--- src/design/ffha_pkg.sv ---
// Shared constants, codes and controller/datapath interface types of the heap allocator.
package ffha_pkg;

   localparam int unsigned ARENA_GRANULES_DEF  = 1024;
   localparam int unsigned HEADER_GRANULES_DEF = 3;

   localparam int unsigned SIZE_W   = 13;
   localparam int unsigned ADDR_W   = 12;
   localparam int unsigned STATUS_W = 2;

   // largest rounded request in granules
   localparam int unsigned MAX_NEED = 2 ** (SIZE_W - 2);

   localparam logic [STATUS_W-1:0] ST_OK       = 2'd0;
   localparam logic [STATUS_W-1:0] ST_NOFIT    = 2'd1;
   localparam logic [STATUS_W-1:0] ST_BAD_FREE = 2'd2;

   localparam logic [1:0] RES_OK_ALLOC = 2'd0;
   localparam logic [1:0] RES_NOFIT    = 2'd1;
   localparam logic [1:0] RES_BAD_FREE = 2'd2;
   localparam logic [1:0] RES_OK_FREE  = 2'd3;

   typedef struct packed {
      logic       load;
      logic       clr_write;
      logic       walk_start;
      logic       walk_step;
      logic       alloc_commit;
      logic       split_commit;
      logic       free_read_hdr;
      logic       free_open;
      logic       free_merge;
      logic       finish;
      logic [1:0] result;
   } ctrl_cmd_type;

   typedef struct packed {
      logic new_free;
      logic clr_last;
      logic size_zero;
      logic free_addr_bad;
      logic mark;
      logic walk_bad;
      logic walk_fit;
      logic walk_split;
      logic walk_end;
      logic link_in_arena;
      logic nxt_in_arena;
      logic rd_used;
   } dp_status_type;

endpackage

--- src/design/ffha_ctrl.sv ---
// Controller: clearing pass, allocate walk sequencing and free sequencing.
module ffha_ctrl (
   input  logic                    clock,
   input  logic                    reset,
   input  logic                    start,
   output logic                    busy,
   input  ffha_pkg::dp_status_type stat,
   output ffha_pkg::ctrl_cmd_type  cmd
);

   localparam logic [2:0] S_CLEAR    = 3'd0;
   localparam logic [2:0] S_IDLE     = 3'd1;
   localparam logic [2:0] S_ALLOC    = 3'd2;
   localparam logic [2:0] S_WALK     = 3'd3;
   localparam logic [2:0] S_SPLIT    = 3'd4;
   localparam logic [2:0] S_FREE     = 3'd5;
   localparam logic [2:0] S_FREE_HDR = 3'd6;
   localparam logic [2:0] S_FREE_NXT = 3'd7;

   logic [2:0] state_ff;
   logic [2:0] state_in;

   always_comb begin
      state_in = state_ff;
      cmd      = '0;
      unique case (state_ff)
         S_CLEAR: begin
            cmd.clr_write = 1'b1;
            if (stat.clr_last) begin
               state_in = S_IDLE;
            end
         end
         S_IDLE: begin
            if (start) begin
               cmd.load = 1'b1;
               state_in = stat.new_free ? S_FREE : S_ALLOC;
            end
         end
         S_ALLOC: begin
            if (stat.size_zero) begin
               cmd.finish = 1'b1;
               cmd.result = ffha_pkg::RES_NOFIT;
               state_in   = S_IDLE;
            end else begin
               cmd.walk_start = 1'b1;
               state_in       = S_WALK;
            end
         end
         S_WALK: begin
            if (stat.walk_bad) begin
               cmd.finish = 1'b1;
               cmd.result = ffha_pkg::RES_NOFIT;
               state_in   = S_IDLE;
            end else if (stat.walk_fit) begin
               cmd.alloc_commit = 1'b1;
               if (stat.walk_split) begin
                  state_in = S_SPLIT;
               end else begin
                  cmd.finish = 1'b1;
                  cmd.result = ffha_pkg::RES_OK_ALLOC;
                  state_in   = S_IDLE;
               end
            end else if (stat.walk_end) begin
               cmd.finish = 1'b1;
               cmd.result = ffha_pkg::RES_NOFIT;
               state_in   = S_IDLE;
            end else begin
               cmd.walk_step = 1'b1;
            end
         end
         S_SPLIT: begin
            cmd.split_commit = 1'b1;
            cmd.finish       = 1'b1;
            cmd.result       = ffha_pkg::RES_OK_ALLOC;
            state_in         = S_IDLE;
         end
         S_FREE: begin
            if (stat.free_addr_bad) begin
               cmd.finish = 1'b1;
               cmd.result = ffha_pkg::RES_BAD_FREE;
               state_in   = S_IDLE;
            end else begin
               cmd.free_read_hdr = 1'b1;
               state_in          = S_FREE_HDR;
            end
         end
         S_FREE_HDR: begin
            if (!stat.mark) begin
               cmd.finish = 1'b1;
               cmd.result = ffha_pkg::RES_BAD_FREE;
               state_in   = S_IDLE;
            end else begin
               // clear in-use now; the next header is read in the same cycle
               cmd.free_open = 1'b1;
               if (stat.link_in_arena) begin
                  state_in = S_FREE_NXT;
               end else begin
                  cmd.finish = 1'b1;
                  cmd.result = ffha_pkg::RES_OK_FREE;
                  state_in   = S_IDLE;
               end
            end
         end
         S_FREE_NXT: begin
            cmd.free_merge = stat.nxt_in_arena && !stat.rd_used;
            cmd.finish     = 1'b1;
            cmd.result     = ffha_pkg::RES_OK_FREE;
            state_in       = S_IDLE;
         end
         default: begin
            state_in = S_IDLE;
         end
      endcase
   end

   always_ff @(posedge clock) begin
      if (reset) begin
         state_ff <= S_CLEAR;
      end else begin
         state_ff <= state_in;
      end
   end

   assign busy = (state_ff != S_IDLE);

endmodule

--- config.mk ---
export PLATFORM = sky130hd
export DESIGN_NAME = ffha_ctrl
export DESIGN_NICKNAME = d
export VERILOG_FILES = /design/src/design/ffha_pkg.sv /design/src/design/ffha_ctrl.sv
export SDC_FILE = /design/constraint.sdc
export NUM_CORES = 1
export LEC_CHECK = 0
export BUFFER_PORTS_ARGS = -buffer_cell sky130_fd_sc_hd__buf_2
export CAP_MARGIN = 5
export CORE_AREA = 2 2 39 41
export CTS_BUF_LIST = sky130_fd_sc_hd__clkbuf_4
export CTS_CLUSTER_DIAMETER = 100
export DETAILED_ROUTE_END_ITERATION = 12
export DIE_AREA = 0 0 41 43
export GPL_TIMING_DRIVEN = 0
export PLACE_DENSITY = 0.68
export SYNTH_ARGS = -nofsm -noshare
export SYNTH_HDL_FRONTEND = slang
export SYNTH_SLANG_ARGS = --single-unit
--- constraint.sdc ---
create_clock -name clock -period 1.2 [get_ports clock]
set_input_delay 0 -clock clock [delete_from_list [all_inputs] [get_ports clock]]
set_output_delay 0 -clock clock [all_outputs]
set_load 0.01 [all_outputs]
==> results.json, run 1 <==
{
  "fillCellCount": 135,
  "worstHoldStart": "stat[10]",
  "maxCapViolCount": 0,
  "cts.sinks": 3,
  "dp_hpwl_mm": 1.034,
  "fmax_ghz": 0.7203,
  "synth-main-ff-cell": "dfxtp_1",
  "critPathLaunchType": "register",
  "leakage_nw": 0.3765,
  "core_um2": 1384,
  "initial_core_util_pct": 30.56,
  "grt_max_degree": 9,
  "cp.arrival_ns": 1.52,
  "violations": "setup timing",
  "routed_via_density": 5.171,
  "numCtsBuffers": 3,
  "power_density_nw_per_um2": 628.9,
  "fin_tns_setup_ns": -0.8748,
  "path_class": "register to register",
  "grt_antenna_before_repair": 0,
  "drcViolationCount": 0,
  "rows": 14,
  "largest_reg_flops": 3,
  "grt_use_total_pct": 18.70,
  "grt_pass1_vias": 550,
  "slew_headroom_pct": 78.05,
  "worstReg2RegStart": "state_ff[0]",
  "ys_seq_elements": 3,
  "hold_viol": 0,
  "yosys-top-cells-count": "8 x nor2_1, 6 x nand2_1, 5 x inv_1, 5 x nor3_1",
  "cts.htree.levels": 1,
  "end_kind": "register",
  "drive_gt1_share_pct": 62.38,
  "gp_congestion": 0.7976,
  "syn_area_um2": 422.9,
  "cp.required_ns": 1.33,
  "cp_max_fo": 6,
  "drv_slew": 0,
  "ant_nets": 0,
  "fin_nets": 117,
  "synth_edf_count": 0,
  "finClkSkew_ns": 0.004690,
  "via_count": 605,
  "grt_pass1_wl_mm": 2.318,
  "yosysTopAreaCell": "dfxtp_1",
  "synth_top_area_share_pct": 14.20,
  "r2r_slack_ns": -0.19,
  "netlist_instances": 60,
  "die_y_um": 43,
  "hold_class": "primary input to register",
  "min_period_over_period_pct": 115.7,
  "preCtsSetupSlack_ns": -0.2384,
  "cp-startpoint": "state_ff[0]",
  "post-route-min-period_ns": 1.388,
  "ys_types": 28,
  "yosysWarnings": 0,
  "post_drt_wl_per_cell_um": 13.03,
  "synth_seq_area_share_pct": 14.20,
  "fin_ws_ns": -0.1883,
  "rsz0062_at_grt": "true",
  "die_area_um2": 1763,
  "regMostFlops": "state_ff",
  "clkTransAtPathRegs_ns": 0.04,
  "dr.first_iter.drc_count": 18,
  "worstSkewPairLatency_ns": 0.24,
  "syn-num-nets": 75,
  "vdd_drop_max_mv": 0.3005,
  "async_flop_share_pct": 0,
  "die_x_um": 41,
  "synthTopCellsByArea": "dfxtp_1 14%, nor2_1 7.1%, nor3_1 5.9%",
  "synth.most_common_cell": "nor2_1",
  "worst_pin_slew_ns": 0.3293,
  "area_growth_pct": 80.18,
  "status": "complete, but fails checks",
  "largestRegisters": "state_ff (3)",
  "antenna_cells": 0,
  "io_pins": 28,
  "avgSynthCellArea_um2": 7.048,
  "numPortBuffers": 27,
  "cts_tree": "yes",
  "routed_wl_mm": 1.525,
  "cts_max_path_buffers": 2,
  "drt-pass1-iter-count": 4,
  "overflow": 0,
  "cts_root_buf": "clkbuf_4",
  "finalSetupViolCount": 9
}
==> cells in the final DEF (no fill, tap or decap), drive strengths merged <==
master	count
a211o	1
a21oi	2
a221oi	1
a222oi	1
a31oi	2
and2	3
and3b	1
and4bb	1
buf	40
clkbuf	4
dfxtp	3
dlygate4sd3	1
inv	5
mux2i	2
nand2	6
nand2b	2
nor2	8
nor2b	1
nor3	5
nor3b	2
nor4b	1
o211ai	1
o21ai	4
o221ai	2
o31ai	1
or3b	1
==> path summary, 6_finish.rpt <==
path	to	cells past startpoint
max	state_ff[2]	5
min	state_ff[0]	3
max reg2reg	state_ff[2]	5
min reg2reg	state_ff[0]	4
==> where the power goes <==
group          switching, W  leakage, nW  internal (W)  total, W
Clock             0.0000577       0.0184      0.000147  0.000205
Sequential       0.00000475       0.0263      0.000102  0.000107
Combinational     0.0000817        0.332     0.0000857  0.000167
Total              0.000144        0.376      0.000335  0.000479
==> worst max-delay path, stage by stage (launching register included) <==
cell	delay, ns
dfxtp_2	0.34
buf_6	0.12
or3b_4	0.38
o21ai_2	0.06
a222oi_1	0.08
nor4b_2	0.29
==> routing by layer <==
layer	GRT usage [%]	up-vias	routed length, um
li1	-	300	-
met1	22.54	265	612
met2	30.94	33	727
met3	2.618	7	139
met4	8.000	0	46
met5	0	-	0
==> cells by family after synthesis <==
family / share of synthesized area (%)
multiplexers: 4.734
AO/OA/AOI/OAI: 25.74
AND/OR/NAND/NOR: 44.08
flip-flops: 14.20
buffers and inverters: 11.24
==> per-stage QoR <==
stage                     util [%]  cell area [um2]  hold WS [ns]  total power [W]  instances
after floorplan                  -            431.7       0.03659        0.0001854         60
after global placement       42.41            586.8        0.2097        0.0002376        103
after detailed placement     42.41            586.8        0.2199        0.0002405        103
after CTS                    51.27            709.4      -0.03362        0.0004643        114
after global routing         55.06            762.0       0.02705        0.0005129        117
final                        55.06            762.0       0.01253        0.0004792        117
==> layout make-up <==
type / instances / area, um2 / share of cell area (%)
inverters: 5 / 18.77 / 2.463
well taps: 16 / 20.02 / 2.627
multi-input cells: 48 / 360.3 / 47.29
clock buffers: 4 / 30.03 / 3.941
repair buffers: 38 / 230.2 / 30.21
flip-flops and latches: 3 / 68.82 / 9.031
plain buffers: 3 / 33.78 / 4.433
==> repair_timing <==
item	CTS	global route
gates cloned	1	0
setup buffers	7	3
hold endpoints to repair	3	3
gates resized for setup	17	8
setup endpoints to repair	15	15
pin swaps	2	4
No activity file was read; power rests on OpenSTA's default activity.
==> run 2, diff against run 1 <==
Settings changed: CORE_AREA 2 2 39 41 to 4 4 41 43, DIE_AREA 0 0 41 43 to 0 0 45 47.
==> run 2 against run 1 <==
Effect of this change: the flow still finishes with violations (setup timing); clock power about the same; count of clock-buffer cells in the layout did not move; via count increased by 0.33%; maximum frequency rose by 3.1%; highest routed layer unchanged; core utilization grew 6.5 points; sequential share of layout area decreased by 0.44 points; largest cell class unchanged; hold slack better by 0.0091 ns.
==> results.json, run 2 (same netlist as run 1, synthesis figures left out) <==
{
  "fin_ws_ns": -0.1472,
  "clkTransAtPathRegs_ns": 0.04,
  "drive_gt1_share_pct": 67.00,
  "cp_max_fo": 4,
  "cts.sinks": 3,
  "numPortBuffers": 27,
  "finalSetupViolCount": 9,
  "io_pins": 28,
  "drcViolationCount": 0,
  "maxCapViolCount": 0,
  "hold_class": "primary input to register",
  "fin_nets": 116,
  "leakage_nw": 0.3887,
  "largestRegisters": "state_ff (3)",
  "cts_tree": "yes",
  "cts_root_buf": "clkbuf_4",
  "path_class": "register to register",
  "rsz0062_at_grt": "true",
  "cp_num_buf_inv": 1,
  "numCtsBuffers": 3,
  "end_kind": "register",
  "gp_congestion": 0.7507,
  "cp_slowest_cell": "dfxtp_4",
  "finClkSkew_ns": 0.003535,
  "critPathLaunchType": "register",
  "regMostFlops": "state_ff",
  "cpLargestDelayFamily": "simple AND/OR/NAND/NOR gates",
  "fmax_ghz": 0.7423,
  "dr.first_iter.drc_count": 6,
  "dp_hpwl_um": 975.6,
  "worst_pin_slew_ns": 0.3556,
  "grt_use_total_pct": 14.93,
  "area_growth_pct": 89.35,
  "power_density_nw_per_um2": 609.8,
  "worstSkewPairLatency_ns": 0.23,
  "slew_headroom_pct": 76.29,
  "drv_slew": 0,
  "crit_chain": "and4bb_1 > nor3b_4 > buf_4 > a31oi_2 > nor2_1",
  "whs_ns": 0.02161,
  "grt_pass1_vias": 571,
  "largest_reg_flops": 3,
  "core_um2": 1301,
  "via_count": 607,
  "drt-pass1-iter-count": 4,
  "ant_nets": 0,
  "grt_antenna_before_repair": 0,
  "overflow": 0,
  "grt_max_degree": 11,
  "cp.required_ns": 1.35,
  "initial_core_util_pct": 32.50,
  "cts.htree.levels": 1,
  "routed_wl_mm": 1.517,
  "die_x_um": 45,
  "cp.arrival_ns": 1.50,
  "fin_tns_setup_ns": -0.6983,
  "status": "complete, but fails checks",
  "min_period_over_period_pct": 112.3,
  "antenna_cells": 0,
  "violations": "setup timing",
  "die_y_um": 47,
  "cts_max_path_buffers": 2,
  "routed_via_density": 5.278,
  "post-route-min-period_ns": 1.347,
  "preCtsSetupSlack_ns": -0.1974,
  "grt_pass1_wl_mm": 2.311,
  "die_area_um2": 2115,
  "rows": 13,
  "fin_util_pct": 61.54,
  "critPathMaxStageDelay_ns": 0.35,
  "hold_viol": 0,
  "mostFrequentLayoutCells": "26 x buf_2, 7 x buf_4, 5 x nor2_1",
  "post_drt_wl_per_cell_um": 13.19,
  "vdd_drop_max_mv": 0.7447,
  "final_common_cell": "buf_2"
}
## run 2: tightest hold or removal path: cells and delay by family
kind	cells	cell delay, ns
compound gates	1	0.05
buf+inv	2	0.16
## run 2: cell type report
| type | count | area, um2 |
|---|---|---|
| buffer | 3 | 37.54 |
| timing repair buffer | 37 | 235.2 |
| sequential | 3 | 68.82 |
| fill | 112 | 500.5 |
| clock buffer | 4 | 30.03 |
| inverter | 5 | 18.77 |
| tap | 15 | 18.77 |
| multi-input combinational | 48 | 391.6 |
## run 2: power by group
part	total [W]	leakage (nW)	switching, W	internal [W]
registers	0.000107	0.0263	0.00000489	0.000102
logic	0.000179	0.344	0.0000887	0.0000902
clock network	0.000203	0.0184	0.0000554	0.000147
total	0.000488	0.389	0.000149	0.000339
## run 2: timing repair
action / 4_1_cts / 5_1_grt
hold buffers: 1 / 0
pin swaps: 5 / 4
setup buffers: 7 / 1
gates resized for setup: 19 / 15
endpoints found under the setup margin: 15 / 15
gates cloned: 1 / 0
endpoints found under the hold margin: 3 / 0
## run 2: final timing paths
check | slack (ns) | startpoint | depth (start not counted) | end
max | -0.15 | state_ff[2] | 5 | state_ff[1]
min | 0.02 | stat[10] | 3 | state_ff[0]
max reg2reg | -0.15 | state_ff[2] | 5 | state_ff[1]
min reg2reg | 0.69 | state_ff[1] | 3 | state_ff[0]
## run 2: layer usage
| layer | track usage, % | vias to the layer above | share of wire, % |
|---|---|---|---|
| met5 | 0 | - | 0 |
| met4 | 0 | 0 | 1.1 |
| met3 | 5.747 | 2 | 7.2 |
| met2 | 27.12 | 26 | 51 |
| met1 | 17.73 | 280 | 41 |
| li1 | - | 299 | - |
## run 2: through the flow
stage          cells  total power, W  area, um2
3_5_place_dp     102       0.0002404      585.6
4_1_cts          114       0.0004809      737.0
6_report         115       0.0004883      800.8
3_3_place_gp     102       0.0002390      585.6
5_1_grt          115       0.0005323      800.8
2_1_floorplan     60       0.0001854      431.7
